File: src/hdl/l2k_pkg.sv
// Shared constants, command codes and types of the Lanczos-2 kernel weight generator.
package l2k_pkg;

    localparam int RC_BITS     = 16;
    localparam int IDX_BITS    = 5;
    localparam int SUM_BITS    = 40;
    localparam int VAL_BITS    = 32;
    localparam int MIN_SAMPLES = 3;
    localparam int SINE_TERMS  = 5;

    localparam logic [31:0] ONE_Q30  = 32'h4000_0000;
    localparam logic [31:0] PI_Q30   = 32'd3373259426;
    localparam logic [31:0] SC_MAX   = 32'h4400_0000;
    localparam logic [16:0] HALF_Q16 = 17'd32768;
    localparam logic [16:0] ONE_Q16  = 17'd65536;

    localparam logic OP_TAP  = 1'b0;
    localparam logic OP_NORM = 1'b1;

    typedef struct packed {
        logic start;
        logic op;
    } t_eng_cmd;

    // Divisors of the nested Taylor evaluation, innermost term first.
    function automatic logic [7:0] taylor_div(input logic [2:0] k);
        logic [7:0] d;
        case (k)
            3'd0:    d = 8'd110;
            3'd1:    d = 8'd72;
            3'd2:    d = 8'd42;
            3'd3:    d = 8'd20;
            default: d = 8'd6;
        endcase
        return d;
    endfunction

endpackage

File: src/hdl/l2k_req_if.sv
// Request channel: one scale ratio word.
interface l2k_req_if;
    logic        valid;
    logic        ready;
    logic [15:0] scale_ratio;

    modport source (output valid, output scale_ratio, input ready);
    modport sink   (input valid, input scale_ratio, output ready);
endinterface

File: src/hdl/l2k_tap_if.sv
// Result channel: one kernel tap word.
interface l2k_tap_if #(
    parameter int WEIGHT_BITS = 16
);
    logic                          valid;
    logic                          ready;
    logic [3:0]                    tap_index;
    logic signed [WEIGHT_BITS-1:0] tap_weight;
    logic [3:0]                    tap_count;
    logic                          last_tap;

    modport source (output valid, output tap_index, output tap_weight, output tap_count,
                    output last_tap, input ready);
    modport sink   (input valid, input tap_index, input tap_weight, input tap_count,
                    input last_tap, output ready);
endinterface

File: src/hdl/l2k_mul.sv
// Bit-serial 32x32 unsigned multiplier, one multiplier bit per cycle.
module l2k_mul (
    input  logic        i_clk,
    input  logic        i_rst_n,
    input  logic        i_start,
    input  logic [31:0] i_a,
    input  logic [31:0] i_b,
    output logic        o_done,
    output logic [63:0] o_prod
);
    logic [31:0] r_a, r_hi, r_lo;
    logic [5:0]  r_cnt;
    logic        r_busy, r_done;
    logic [32:0] w_sum;

    assign w_sum = {1'b0, r_hi} + (r_lo[0] ? {1'b0, r_a} : 33'd0);

    always_ff @(posedge i_clk) begin
        if (!i_rst_n) begin
            r_busy <= 1'b0;
            r_done <= 1'b0;
            r_cnt  <= '0;
        end else begin
            r_done <= 1'b0;
            if (i_start) begin
                r_busy <= 1'b1;
                r_cnt  <= 6'd32;
            end else if (r_busy) begin
                r_cnt <= r_cnt - 6'd1;
                if (r_cnt == 6'd1) begin
                    r_busy <= 1'b0;
                    r_done <= 1'b1;
                end
            end
        end
    end

    always_ff @(posedge i_clk) begin
        if (i_start) begin
            r_a  <= i_a;
            r_hi <= '0;
            r_lo <= i_b;
        end else if (r_busy) begin
            // add into the high half, shift the pair right
            r_hi <= w_sum[32:1];
            r_lo <= {w_sum[0], r_lo[31:1]};
        end
    end

    assign o_done = r_done;
    assign o_prod = {r_hi, r_lo};
endmodule

File: src/hdl/l2k_div.sv
// Bit-serial restoring divider, one quotient bit per cycle.
module l2k_div (
    input  logic        i_clk,
    input  logic        i_rst_n,
    input  logic        i_start,
    input  logic [63:0] i_num,
    input  logic [6:0]  i_steps,
    input  logic [39:0] i_den,
    output logic        o_done,
    output logic [63:0] o_quo
);
    logic [63:0] r_num, r_quo;
    logic [39:0] r_rem, r_den;
    logic [6:0]  r_cnt;
    logic        r_busy, r_done;
    logic [40:0] w_rs;
    logic        w_ge;

    assign w_rs = {r_rem, r_num[63]};
    assign w_ge = (w_rs >= {1'b0, r_den});

    always_ff @(posedge i_clk) begin
        if (!i_rst_n) begin
            r_busy <= 1'b0;
            r_done <= 1'b0;
            r_cnt  <= '0;
        end else begin
            r_done <= 1'b0;
            if (i_start) begin
                r_busy <= 1'b1;
                r_cnt  <= i_steps;
            end else if (r_busy) begin
                r_cnt <= r_cnt - 7'd1;
                if (r_cnt == 7'd1) begin
                    r_busy <= 1'b0;
                    r_done <= 1'b1;
                end
            end
        end
    end

    always_ff @(posedge i_clk) begin
        if (i_start) begin
            r_num <= i_num;
            r_den <= i_den;
            r_rem <= '0;
            r_quo <= '0;
        end else if (r_busy) begin
            r_num <= {r_num[62:0], 1'b0};
            r_rem <= w_ge ? 40'(w_rs - {1'b0, r_den}) : w_rs[39:0];
            r_quo <= {r_quo[62:0], w_ge};
        end
    end

    assign o_done = r_done;
    assign o_quo  = r_quo;
endmodule

File: src/hdl/l2k_eng.sv
// Tap value and normalization sequencer around the serial multiplier and divider.
module l2k_eng #(
    parameter int WEIGHT_BITS = 16
) (
    input  logic                              i_clk,
    input  logic                              i_rst_n,
    input  l2k_pkg::t_eng_cmd                 i_cmd,
    input  logic [l2k_pkg::IDX_BITS-1:0]      i_idx,
    input  logic [l2k_pkg::RC_BITS-1:0]       i_rc,
    input  logic signed [l2k_pkg::VAL_BITS-1:0] i_val,
    input  logic signed [l2k_pkg::SUM_BITS-1:0] i_sum,
    output logic                              o_done,
    output logic signed [l2k_pkg::VAL_BITS-1:0] o_val,
    output logic signed [WEIGHT_BITS-1:0]     o_weight
);
    localparam logic [4:0] E_IDLE = 5'd0,  E_WAIT = 5'd1,  E_TCHK = 5'd2,  E_SPI = 5'd3,
                           E_STH  = 5'd4,  E_ST2  = 5'd5,  E_SLP  = 5'd6,  E_SDV = 5'd7,
                           E_SSB  = 5'd8,  E_SFN  = 5'd9,  E_SRS  = 5'd10, E_PPT = 5'd11,
                           E_PSC  = 5'd12, E_CST  = 5'd13, E_MSQ  = 5'd14, E_MFN = 5'd15,
                           E_NFIN = 5'd16;
    localparam logic [63:0] HALF_W = 64'd1 << (WEIGHT_BITS - 1);

    logic [4:0]  r_state, n_state, r_ret, n_ret;
    logic        r_call, n_call, r_neg, n_neg, r_done, n_done;
    logic [16:0] r_t, n_t, r_u, n_u;
    logic [30:0] r_th, n_th, r_s, n_s, r_sc, n_sc, r_c, n_c;
    logic [31:0] r_t2, n_t2, r_p, n_p;
    logic [2:0]  r_k, n_k;
    logic signed [l2k_pkg::VAL_BITS-1:0] r_val, n_val;
    logic signed [WEIGHT_BITS-1:0]       r_wt, n_wt;

    logic        mul_start, mul_done, div_start, div_done;
    logic [31:0] mul_a, mul_b;
    logic [63:0] mul_p, div_num, div_quo;
    logic [6:0]  div_steps;
    logic [39:0] div_den;

    logic [31:0] w_mag, w_pt;
    logic [30:0] w_m;

    l2k_mul u_mul (
        .i_clk(i_clk), .i_rst_n(i_rst_n), .i_start(mul_start), .i_a(mul_a), .i_b(mul_b),
        .o_done(mul_done), .o_prod(mul_p)
    );

    l2k_div u_div (
        .i_clk(i_clk), .i_rst_n(i_rst_n), .i_start(div_start), .i_num(div_num),
        .i_steps(div_steps), .i_den(div_den), .o_done(div_done), .o_quo(div_quo)
    );

    assign w_mag = i_val[l2k_pkg::VAL_BITS-1] ? 32'(-i_val) : 32'(i_val);
    assign w_pt  = mul_p[47:16];
    assign w_m   = mul_p[60:30];

    always_comb begin
        n_state = r_state; n_ret = r_ret; n_call = r_call; n_neg = r_neg;
        n_t = r_t; n_u = r_u; n_th = r_th; n_s = r_s; n_sc = r_sc; n_c = r_c;
        n_t2 = r_t2; n_p = r_p; n_k = r_k; n_val = r_val; n_wt = r_wt; n_done = 1'b0;
        mul_start = 1'b0; mul_a = '0; mul_b = '0;
        div_start = 1'b0; div_num = '0; div_steps = '0; div_den = '0;
        case (r_state)
            E_IDLE: begin
                if (i_cmd.start) begin
                    if (i_cmd.op == l2k_pkg::OP_NORM) begin
                        n_neg     = i_val[l2k_pkg::VAL_BITS-1];
                        div_start = 1'b1;
                        div_num   = (64'(w_mag) << (WEIGHT_BITS - 2))
                                    + 64'($unsigned(i_sum) >> 1);
                        div_steps = 7'd64;
                        div_den   = $unsigned(i_sum);
                        n_ret     = E_NFIN;
                        n_state   = E_WAIT;
                    end else if (i_idx == '0) begin
                        n_val  = $signed(l2k_pkg::ONE_Q30);
                        n_done = 1'b1;
                    end else if (i_rc == '0) begin
                        n_val  = '0;
                        n_done = 1'b1;
                    end else begin
                        div_start = 1'b1;
                        div_num   = {32'(i_idx) << 27, 32'd0};
                        div_steps = 7'd32;
                        div_den   = 40'(i_rc);
                        n_ret     = E_TCHK;
                        n_state   = E_WAIT;
                    end
                end
            end
            E_WAIT: begin
                if (mul_done || div_done) begin
                    n_state = r_ret;
                end
            end
            E_TCHK: begin
                if (div_quo >= 64'(l2k_pkg::ONE_Q16)) begin
                    n_val   = '0;
                    n_done  = 1'b1;
                    n_state = E_IDLE;
                end else begin
                    n_t     = div_quo[16:0];
                    n_u     = (div_quo[16:0] <= l2k_pkg::HALF_Q16) ? div_quo[16:0]
                              : 17'(l2k_pkg::ONE_Q16 - div_quo[16:0]);
                    n_call  = 1'b0;
                    n_state = E_SPI;
                end
            end
            E_SPI: begin
                mul_start = 1'b1;
                mul_a     = l2k_pkg::PI_Q30;
                mul_b     = 32'((r_u > l2k_pkg::HALF_Q16) ? l2k_pkg::HALF_Q16 : r_u);
                n_ret     = E_STH;
                n_state   = E_WAIT;
            end
            E_STH: begin
                n_th      = mul_p[46:16];
                mul_start = 1'b1;
                mul_a     = 32'(mul_p[46:16]);
                mul_b     = 32'(mul_p[46:16]);
                n_ret     = E_ST2;
                n_state   = E_WAIT;
            end
            E_ST2: begin
                n_t2    = mul_p[61:30];
                n_p     = l2k_pkg::ONE_Q30;
                n_k     = '0;
                n_state = E_SLP;
            end
            E_SLP: begin
                mul_start = 1'b1;
                mul_a     = r_t2;
                mul_b     = r_p;
                n_ret     = E_SDV;
                n_state   = E_WAIT;
            end
            E_SDV: begin
                div_start = 1'b1;
                div_num   = {mul_p[61:30], 32'd0};
                div_steps = 7'd32;
                div_den   = 40'(l2k_pkg::taylor_div(r_k));
                n_ret     = E_SSB;
                n_state   = E_WAIT;
            end
            E_SSB: begin
                n_p = l2k_pkg::ONE_Q30 - div_quo[31:0];
                if (r_k == 3'(l2k_pkg::SINE_TERMS - 1)) begin
                    n_state = E_SFN;
                end else begin
                    n_k     = r_k + 3'd1;
                    n_state = E_SLP;
                end
            end
            E_SFN: begin
                mul_start = 1'b1;
                mul_a     = 32'(r_th);
                mul_b     = r_p;
                n_ret     = E_SRS;
                n_state   = E_WAIT;
            end
            E_SRS: begin
                mul_start = 1'b1;
                n_state   = E_WAIT;
                if (!r_call) begin
                    n_s   = w_m;
                    mul_a = l2k_pkg::PI_Q30;
                    mul_b = 32'(r_t);
                    n_ret = E_PPT;
                end else begin
                    n_c   = w_m;
                    mul_a = 32'(r_sc);
                    mul_b = 32'(r_sc);
                    n_ret = E_MSQ;
                end
            end
            E_PPT: begin
                if (w_pt == '0) begin
                    n_sc    = 31'(l2k_pkg::ONE_Q30);
                    n_state = E_CST;
                end else begin
                    div_start = 1'b1;
                    div_num   = 64'(r_s) << 30;
                    div_steps = 7'd64;
                    div_den   = 40'(w_pt);
                    n_ret     = E_PSC;
                    n_state   = E_WAIT;
                end
            end
            E_PSC: begin
                n_sc    = (div_quo > 64'(l2k_pkg::SC_MAX)) ? 31'(l2k_pkg::SC_MAX)
                          : div_quo[30:0];
                n_state = E_CST;
            end
            E_CST: begin
                n_neg   = (r_t > l2k_pkg::HALF_Q16);
                n_u     = (r_t > l2k_pkg::HALF_Q16) ? 17'(r_t - l2k_pkg::HALF_Q16)
                          : 17'(l2k_pkg::HALF_Q16 - r_t);
                n_call  = 1'b1;
                n_state = E_SPI;
            end
            E_MSQ: begin
                mul_start = 1'b1;
                mul_a     = 32'(w_m);
                mul_b     = 32'(r_c);
                n_ret     = E_MFN;
                n_state   = E_WAIT;
            end
            E_MFN: begin
                n_val   = r_neg ? -$signed(32'(w_m)) : $signed(32'(w_m));
                n_done  = 1'b1;
                n_state = E_IDLE;
            end
            E_NFIN: begin
                if (r_neg) begin
                    n_wt = (div_quo >= HALF_W) ? $signed(WEIGHT_BITS'(HALF_W))
                           : -$signed(WEIGHT_BITS'(div_quo));
                end else begin
                    n_wt = (div_quo >= HALF_W) ? $signed(WEIGHT_BITS'(HALF_W - 64'd1))
                           : $signed(WEIGHT_BITS'(div_quo));
                end
                n_done  = 1'b1;
                n_state = E_IDLE;
            end
            default: n_state = E_IDLE;
        endcase
    end

    always_ff @(posedge i_clk) begin
        if (!i_rst_n) begin
            r_state <= E_IDLE;
            r_ret   <= E_IDLE;
            r_done  <= 1'b0;
        end else begin
            r_state <= n_state;
            r_ret   <= n_ret;
            r_done  <= n_done;
        end
    end

    always_ff @(posedge i_clk) begin
        r_call <= n_call; r_neg <= n_neg; r_t <= n_t; r_u <= n_u; r_th <= n_th;
        r_s <= n_s; r_sc <= n_sc; r_c <= n_c; r_t2 <= n_t2; r_p <= n_p; r_k <= n_k;
        r_val <= n_val; r_wt <= n_wt;
    end

    assign o_done   = r_done;
    assign o_val    = r_val;
    assign o_weight = r_wt;
endmodule

File: src/hdl/lanczos2_kernel_weight_generator_unit.sv
// Top level: tap count, tap value store, symmetric sum and normalized tap output.
//
// Usage:
//   i_req carries one scale ratio word (source over target size, unsigned Q4.12).
//   o_tap returns the one-sided kernel, center tap first: tap_index, the weight in
//   signed Q2.(WEIGHT_BITS-2), the tap count (same in every word) and last_tap on
//   the final tap. Both channels move a word when valid and ready are high.
// Sequencing:
//   One request at a time; i_req.ready is high only between requests. Each side
//   tap value goes through a bit-serial multiplier and a bit-serial divider that
//   deliver one bit per cycle; a value takes 19 products and 12 quotients. The
//   center tap is set directly, and a side tap beyond the kernel support ends
//   after its first quotient. The normalizing pass runs one quotient per tap;
//   the first word leaves after the last tap value is known.
// Reset: synchronous, active low; clears the sequencers and the output valid flag.
// Stall: a held output word stays stable; the next normalized weight is computed
//   meanwhile and waits until the word is taken.
module lanczos2_kernel_weight_generator_unit #(
    parameter int MAX_SAMPLES = 29,
    parameter int WEIGHT_BITS = 16
) (
    input  logic       i_clk,
    input  logic       i_rst_n,
    l2k_req_if.sink    i_req,
    l2k_tap_if.source  o_tap
);
    localparam int MAX_TAPS = MAX_SAMPLES / 2 + 1;
    localparam int CW       = $clog2(MAX_TAPS + 1);
    localparam int IW       = $clog2(MAX_TAPS);

    localparam logic [2:0] T_IDLE = 3'd0, T_CALC = 3'd1, T_CWT = 3'd2, T_FIX = 3'd3,
                           T_NORM = 3'd4, T_NWT  = 3'd5, T_OUT = 3'd6;

    logic [2:0]  r_state;
    logic [15:0] r_rc;
    logic [CW-1:0] r_cnt, r_i;
    logic signed [l2k_pkg::VAL_BITS-1:0] r_vals [MAX_TAPS];
    logic signed [l2k_pkg::SUM_BITS-1:0] r_sum;
    logic        r_ovalid, r_olast;
    logic [3:0]  r_oidx, r_ocnt;
    logic signed [WEIGHT_BITS-1:0] r_owt;

    logic [5:0]  w_ceil2;
    logic [6:0]  w_samples;
    logic [CW-1:0] w_count;
    logic        w_last, w_out_free;
    logic signed [l2k_pkg::SUM_BITS-1:0] w_v40;

    l2k_pkg::t_eng_cmd eng_cmd;
    logic        eng_done;
    logic signed [l2k_pkg::VAL_BITS-1:0] eng_val;
    logic signed [WEIGHT_BITS-1:0] eng_wt;

    always_comb begin
        w_ceil2 = 6'((17'(i_req.scale_ratio) + 17'd2047) >> 11);
        if (w_ceil2 < 6'd2) begin
            w_samples = 7'(l2k_pkg::MIN_SAMPLES);
        end else begin
            w_samples = 7'({1'b0, w_ceil2} * 7'd2 - 7'd1);
        end
        if (w_samples > 7'(MAX_SAMPLES)) begin
            w_samples = 7'(MAX_SAMPLES);
        end
        w_count = CW'((w_samples >> 1) + 7'd1);
    end

    assign w_last     = (CW'(r_i + 1'b1) == r_cnt);
    assign w_out_free = !r_ovalid || o_tap.ready;
    assign w_v40      = l2k_pkg::SUM_BITS'(eng_val);

    assign eng_cmd.start = (r_state == T_CALC) || (r_state == T_NORM);
    assign eng_cmd.op    = (r_state == T_NORM) ? l2k_pkg::OP_NORM : l2k_pkg::OP_TAP;

    l2k_eng #(.WEIGHT_BITS(WEIGHT_BITS)) u_eng (
        .i_clk(i_clk), .i_rst_n(i_rst_n), .i_cmd(eng_cmd),
        .i_idx(l2k_pkg::IDX_BITS'(r_i)), .i_rc(r_rc), .i_val(r_vals[r_i[IW-1:0]]),
        .i_sum(r_sum), .o_done(eng_done), .o_val(eng_val), .o_weight(eng_wt)
    );

    always_ff @(posedge i_clk) begin
        if (!i_rst_n) begin
            r_state  <= T_IDLE;
            r_ovalid <= 1'b0;
            r_i      <= '0;
            r_cnt    <= '0;
        end else begin
            if (r_state == T_OUT && w_out_free) begin
                r_ovalid <= 1'b1;
            end else if (o_tap.valid && o_tap.ready) begin
                r_ovalid <= 1'b0;
            end
            case (r_state)
                T_IDLE: begin
                    if (i_req.valid) begin
                        r_cnt   <= w_count;
                        r_i     <= '0;
                        r_state <= T_CALC;
                    end
                end
                T_CALC: r_state <= T_CWT;
                T_CWT: begin
                    if (eng_done) begin
                        if (w_last) begin
                            r_i     <= '0;
                            r_state <= T_FIX;
                        end else begin
                            r_i     <= r_i + 1'b1;
                            r_state <= T_CALC;
                        end
                    end
                end
                T_FIX:  r_state <= T_NORM;
                T_NORM: r_state <= T_NWT;
                T_NWT: begin
                    if (eng_done) begin
                        r_state <= T_OUT;
                    end
                end
                T_OUT: begin
                    if (w_out_free) begin
                        if (w_last) begin
                            r_state <= T_IDLE;
                        end else begin
                            r_i     <= r_i + 1'b1;
                            r_state <= T_NORM;
                        end
                    end
                end
                default: r_state <= T_IDLE;
            endcase
        end
    end

    // payload side
    always_ff @(posedge i_clk) begin
        if (r_state == T_IDLE && i_req.valid) begin
            r_rc  <= i_req.scale_ratio;
            r_sum <= '0;
        end
        if (r_state == T_CWT && eng_done) begin
            r_vals[r_i[IW-1:0]] <= eng_val;
            r_sum <= r_sum + ((r_i == '0) ? w_v40 : (w_v40 <<< 1));
        end
        if (r_state == T_FIX && r_sum <= 0) begin
            r_sum <= l2k_pkg::SUM_BITS'(l2k_pkg::ONE_Q30);
        end
        if (r_state == T_OUT && w_out_free) begin
            r_oidx  <= 4'(r_i);
            r_ocnt  <= 4'(r_cnt);
            r_olast <= w_last;
            r_owt   <= eng_wt;
        end
    end

    assign i_req.ready      = (r_state == T_IDLE);
    assign o_tap.valid      = r_ovalid;
    assign o_tap.tap_index  = r_oidx;
    assign o_tap.tap_weight = r_owt;
    assign o_tap.tap_count  = r_ocnt;
    assign o_tap.last_tap   = r_olast;

    a_one_req: assert property (@(posedge i_clk) disable iff (!i_rst_n)
        (i_req.valid && i_req.ready) |=> !i_req.ready)
        else $error("request taken while another is in flight");

    a_last_idx: assert property (@(posedge i_clk) disable iff (!i_rst_n)
        (o_tap.valid && o_tap.last_tap) |-> (4'(o_tap.tap_index + 4'd1) == o_tap.tap_count))
        else $error("last tap flag not on the final index");

    a_cnt_range: assert property (@(posedge i_clk) disable iff (!i_rst_n)
        (r_state != T_IDLE) |-> (r_cnt >= CW'(2) && r_cnt <= CW'(MAX_TAPS)))
        else $error("tap count out of range");

    a_sum_pos: assert property (@(posedge i_clk) disable iff (!i_rst_n)
        (r_state == T_NORM) |-> (r_sum > 0))
        else $error("normalizing with a non-positive sum");

    a_idx_bound: assert property (@(posedge i_clk) disable iff (!i_rst_n)
        (r_state != T_IDLE) |-> (r_i < r_cnt))
        else $error("tap index beyond count");
endmodule
File: src/flat_wrapper.sv
// flat-port wrapper written by rule: the top's interface ports become plain ports
module lanczos2_kernel_weight_generator_unit_flat 
#(
    parameter int MAX_SAMPLES = 29,
    parameter int WEIGHT_BITS = 16
)
  (i_clk, i_rst_n, i_req_valid, i_req_scale_ratio, i_req_ready, o_tap_valid, o_tap_tap_index, o_tap_tap_weight, o_tap_tap_count, o_tap_last_tap, o_tap_ready);
  l2k_req_if i_req_i ();
  l2k_tap_if #(.WEIGHT_BITS(WEIGHT_BITS)) o_tap_i ();
  input  logic i_clk;
  input  logic i_rst_n;
  input wire logic [$bits(i_req_i.valid)-1:0] i_req_valid;
  input wire logic [$bits(i_req_i.scale_ratio)-1:0] i_req_scale_ratio;
  output wire logic [$bits(i_req_i.ready)-1:0] i_req_ready;
  output wire logic [$bits(o_tap_i.valid)-1:0] o_tap_valid;
  output wire logic [$bits(o_tap_i.tap_index)-1:0] o_tap_tap_index;
  output wire logic [$bits(o_tap_i.tap_weight)-1:0] o_tap_tap_weight;
  output wire logic [$bits(o_tap_i.tap_count)-1:0] o_tap_tap_count;
  output wire logic [$bits(o_tap_i.last_tap)-1:0] o_tap_last_tap;
  input wire logic [$bits(o_tap_i.ready)-1:0] o_tap_ready;
  assign i_req_i.valid = i_req_valid;
  assign i_req_i.scale_ratio = i_req_scale_ratio;
  assign i_req_ready = i_req_i.ready;
  assign o_tap_valid = o_tap_i.valid;
  assign o_tap_tap_index = o_tap_i.tap_index;
  assign o_tap_tap_weight = o_tap_i.tap_weight;
  assign o_tap_tap_count = o_tap_i.tap_count;
  assign o_tap_last_tap = o_tap_i.last_tap;
  assign o_tap_i.ready = o_tap_ready;
  lanczos2_kernel_weight_generator_unit #(.MAX_SAMPLES(MAX_SAMPLES), .WEIGHT_BITS(WEIGHT_BITS)) u_core (.i_clk(i_clk), .i_rst_n(i_rst_n), .i_req(i_req_i), .o_tap(o_tap_i));
endmodule
File: config.mk
export PLATFORM = sky130hd
export DESIGN_NAME = lanczos2_kernel_weight_generator_unit_flat
export DESIGN_NICKNAME = d
export VERILOG_FILES = /design/src/hdl/l2k_pkg.sv /design/src/hdl/l2k_req_if.sv /design/src/hdl/l2k_tap_if.sv /design/src/hdl/l2k_mul.sv /design/src/hdl/l2k_div.sv /design/src/hdl/l2k_eng.sv /design/src/hdl/lanczos2_kernel_weight_generator_unit.sv /design/src/flat_wrapper.sv
export SDC_FILE = /design/constraint.sdc
export NUM_CORES = 2
export LEC_CHECK = 0
export BUFFER_PORTS_ARGS = -buffer_cell sky130_fd_sc_hd__buf_2
export CORE_MARGIN = 2
export CORE_UTILIZATION = 40
export CTS_BUF_LIST = sky130_fd_sc_hd__clkbuf_16
export CTS_CLUSTER_SIZE = 10
export DETAILED_ROUTE_END_ITERATION = 10
export SKIP_LAST_GASP = 1
export SLEW_MARGIN = 20
export SYNTH_ARGS = -nofsm -noshare
export SYNTH_HDL_FRONTEND = slang
export SYNTH_HIERARCHICAL = 1
export SYNTH_SLANG_ARGS = --single-unit
File: constraint.sdc
create_clock -name i_clk -period 6.17 [get_ports i_clk]
set_input_delay 1.5425 -clock i_clk [delete_from_list [all_inputs] [get_ports i_clk]]
set_output_delay 1.5425 -clock i_clk [all_outputs]
set_load 0.01 [all_outputs]
==> impl_metrics.env <==
export IMPL_min_period_over_period_pct=94.4
export IMPL_synth_top_area_share_pct=50.3
export IMPL_fin_nets=4882
export IMPL_synthArstFlopShare_pct=0
export IMPL_grt_pass1_wl_mm=250
export IMPL_h_tree_depth=4
export IMPL_drt_first_pass_iters=9
export IMPL_viasPerCell=5.84
export IMPL_synth_edf_count=964
export IMPL_status="complete, no violations"
export IMPL_wl_mm=169
export IMPL_antenna_found_initial=4
export IMPL_finalSetupViolations=0
export IMPL_cts_buffers=141
export IMPL_grt_usage_pct=22.6
export IMPL_leakagePower_nw=23.0
export IMPL_required_ps=6690
export IMPL_crit_chain="buf_6, buf_4, mux4_2, mux4_2, nor4_1, buf_4, nand2b_1, nor3_1, nand2_1, o31ai_1, xnor2_1, ha_1, inv_1, or2_2, o22ai_1, a31oi_1, a211oi_1, xor2_1, o21ai_0, mux2_2"
export IMPL_wl_per_cell_um=25.2
export IMPL_hold_buffers=0
export IMPL_final_max_slew_viol_count=0
export IMPL_fin_skew_ps=48.6
export IMPL_ys_types=122
export IMPL_cts_tree="yes"
export IMPL_p_per_area_nw_per_um2=366
export IMPL_hold_viol_final=0
export IMPL_clock_sinks=1184
export IMPL_vdd_drop_max_mv=0.218
export IMPL_tightest_slew_ps=1110
export IMPL_cts_reportedPaths_clkPinSlew_ps=60
export IMPL_synth_main_ff_cell="edfxtp_1"
export IMPL_cp_max_fo=38
export IMPL_layout_min_cycle_time_ps=5820
export IMPL_avgSynthCellArea_um2=12.4
export IMPL_cts_buffer_depth=3
export IMPL_synth_area_leaders="edfxtp_1 (50%), dfxtp_1 (7.7%), mux4_2 (5.0%)"
export IMPL_cap_violations=0
export IMPL_drc=0
export IMPL_area_growth_pct=12.2
export IMPL_place_detailed_hpwl_mm=109
export IMPL_whs_ps=424
export IMPL_fill_cells=13000
export IMPL_slew_headroom_pct=26.2
export IMPL_end_kind="flip-flop"
export IMPL_setup_tns_ps=0
export IMPL_die_area_um2=147000
export IMPL_die_w_um=383
export IMPL_clock_fmax_mhz=172
export IMPL_synth_most_common_cell="edfxtp_1"
export IMPL_die_height_um=383
export IMPL_synth_area_um2=57600
export IMPL_synth_seq_area_share_pct=57.9
export IMPL_ys_ff_latch=1184
export IMPL_drt_antenna_violating_nets=0
export IMPL_worstPathArrival_ps=6350
export IMPL_cp_top_family="multiplexers"
export IMPL_rsz0062_at_grt="no"
export IMPL_io_pins=47
export IMPL_drt_iter0_drc=4221
export IMPL_worstSetupStartpointType="flip-flop"
export IMPL_overflow=0
export IMPL_vias=39100
export IMPL_synthTopCellsByCount="edfxtp_1 (964), nor2_1 (399), nand2_1 (393)"
export IMPL_drive_gt1_share_pct=14.8
export IMPL_core_um2=143000
export IMPL_rows=139
export IMPL_cpPeakStageDelay_ps=620
export IMPL_syn_inst=4635
export IMPL_cp_slowest_cell="dfxtp_4"
export IMPL_insertion_delay_ps=780
export IMPL_initial_core_util_pct=40.2
export IMPL_worstPathBufferInverterCount=4
export IMPL_yosys_warnings=6
export IMPL_root_buffer="clkbuf_16"
export IMPL_grt_max_degree=67
export IMPL_port_buffers=46
export IMPL_hp_class="flip-flop to flip-flop"
export IMPL_gp_congestion=0.937
export IMPL_synth_top_cell_by_area="edfxtp_1"
export IMPL_grt_pass1_vias=38000
export IMPL_worst_setup_path_type="flip-flop to flip-flop"
==> through the flow <==
stage / total power [mW] / utilization [%] / setup slack, ps / area (µm²) / instances
5_1_grt: 24.8 / 45.1 / 57.8 / 64600 / 6689
3_5_place_dp: 16.1 / 42.0 / 163 / 60300 / 6449
4_1_cts: 23.8 / 45.0 / 139 / 64500 / 6679
2_1_floorplan: 14.4 / - / 239 / 57600 / 4640
6_report: 23.7 / 45.1 / 346 / 64600 / 6691
3_3_place_gp: 16.0 / 42.0 / 231 / 60300 / 6449
==> flip-flops by register name, summed over array words and instances, names as in the netlist, 6 cells and up, named ones only <==
| name | count |
|---|---|
| u_core/o_tap.tap_weight | 16 |
| u_core/r_rc | 16 |
| u_core/r_sum | 40 |
| u_core/r_vals | 480 |
| u_core/u_eng/o_val | 32 |
| u_core/u_eng/o_weight | 16 |
| u_core/u_eng/r_c | 31 |
| u_core/u_eng/r_p | 32 |
| u_core/u_eng/r_s | 31 |
| u_core/u_eng/r_sc | 31 |
| u_core/u_eng/r_t | 17 |
| u_core/u_eng/r_t2 | 32 |
| u_core/u_eng/r_th | 31 |
| u_core/u_eng/r_u | 17 |
| u_core/u_eng/u_div/o_quo | 64 |
| u_core/u_eng/u_div/r_cnt | 7 |
| u_core/u_eng/u_div/r_den | 40 |
| u_core/u_eng/u_div/r_num | 64 |
| u_core/u_eng/u_div/r_rem | 40 |
| u_core/u_eng/u_mul/r_a | 32 |
| u_core/u_eng/u_mul/r_cnt | 6 |
| u_core/u_eng/u_mul/r_hi | 32 |
| u_core/u_eng/u_mul/r_lo | 32 |
==> layout by cell type (no fill, tap or decap), types with 69 or more instances in the layout <==
cell type / synthesis / layout
xnor2_1: 125 / 125
dfxtp_1: 220 / 215
mux2_2: 128 / 128
nand2_1: 393 / 391
ha_1: 159 / 159
mux2i_1: 110 / 110
nor3_1: 72 / 69
o21ai_0: 161 / 160
edfxtp_1: 964 / 964
xor2_1: 107 / 107
clkbuf_16: 0 / 145
mux4_2: 128 / 128
inv_1: 128 / 184
nand3_1: 104 / 104
a21oi_1: 204 / 204
buf_4: 3 / 119
and2_1: 93 / 80
nor2_1: 399 / 386
==> kinds of logic after synthesis <==
family	after synthesis	synth area share [%]
compound gates	921	11.4
xor+xnor	232	3.53
fa+ha+maj	163	3.59
buf+inv	389	2.63
flops	1184	57.9
mux	366	9.42
other cells	2	0.0130
simple gates	1378	11.5
==> repair_timing <==
item | CTS | global route
resized for setup | 0 | 1
buffers inserted | 0 | 10
endpoints found under the setup margin | 0 | 8
==> layout make-up <==
class                           count  area, µm²  area share, %
Tap cell                         1903       2380           3.68
Multi-Input combinational cell   3067      22900           35.4
Clock buffer                      145       3630           5.62
Inverter                          134        503          0.778
Sequential cell                  1184      33400           51.6
Timing Repair Buffer              171       1240           1.92
Antenna cell                        2       5.00        0.00775
Clock inverter                     85        628          0.972
==> worst paths after layout <==
check	start	to	slack, ps	cells after the start
worst max-delay path	flip-flop	u_core/u_eng/u_div/r_num[40]	350	20
worst max register to register	flip-flop	u_core/u_eng/u_div/r_num[40]	350	20
worst min register to register	u_core/u_eng/o_weight[0]	u_core/o_tap.tap_weight[0]	420	0
worst min-delay path	u_core/u_eng/o_weight[0]	u_core/o_tap.tap_weight[0]	420	0
==> metal layers <==
layer  wire length, µm  part of all wire (%)  GRT usage [%]
met3             12300                   7.3           3.55
met4              5680                   3.4           7.98
met2             79300                    47           36.3
met1             71500                    42           31.0
met5                 0                     0              0
==> report_power, final <==
part | leakage (nW) | total (mW) | internal (mW) | switching [mW]
clock | 2.28 | 7.67 | 4.37 | 3.30
sequential | 10.6 | 10.2 | 9.40 | 0.762
combinational | 10.1 | 5.84 | 2.22 | 3.62
(Power assumes the default switching activity.)
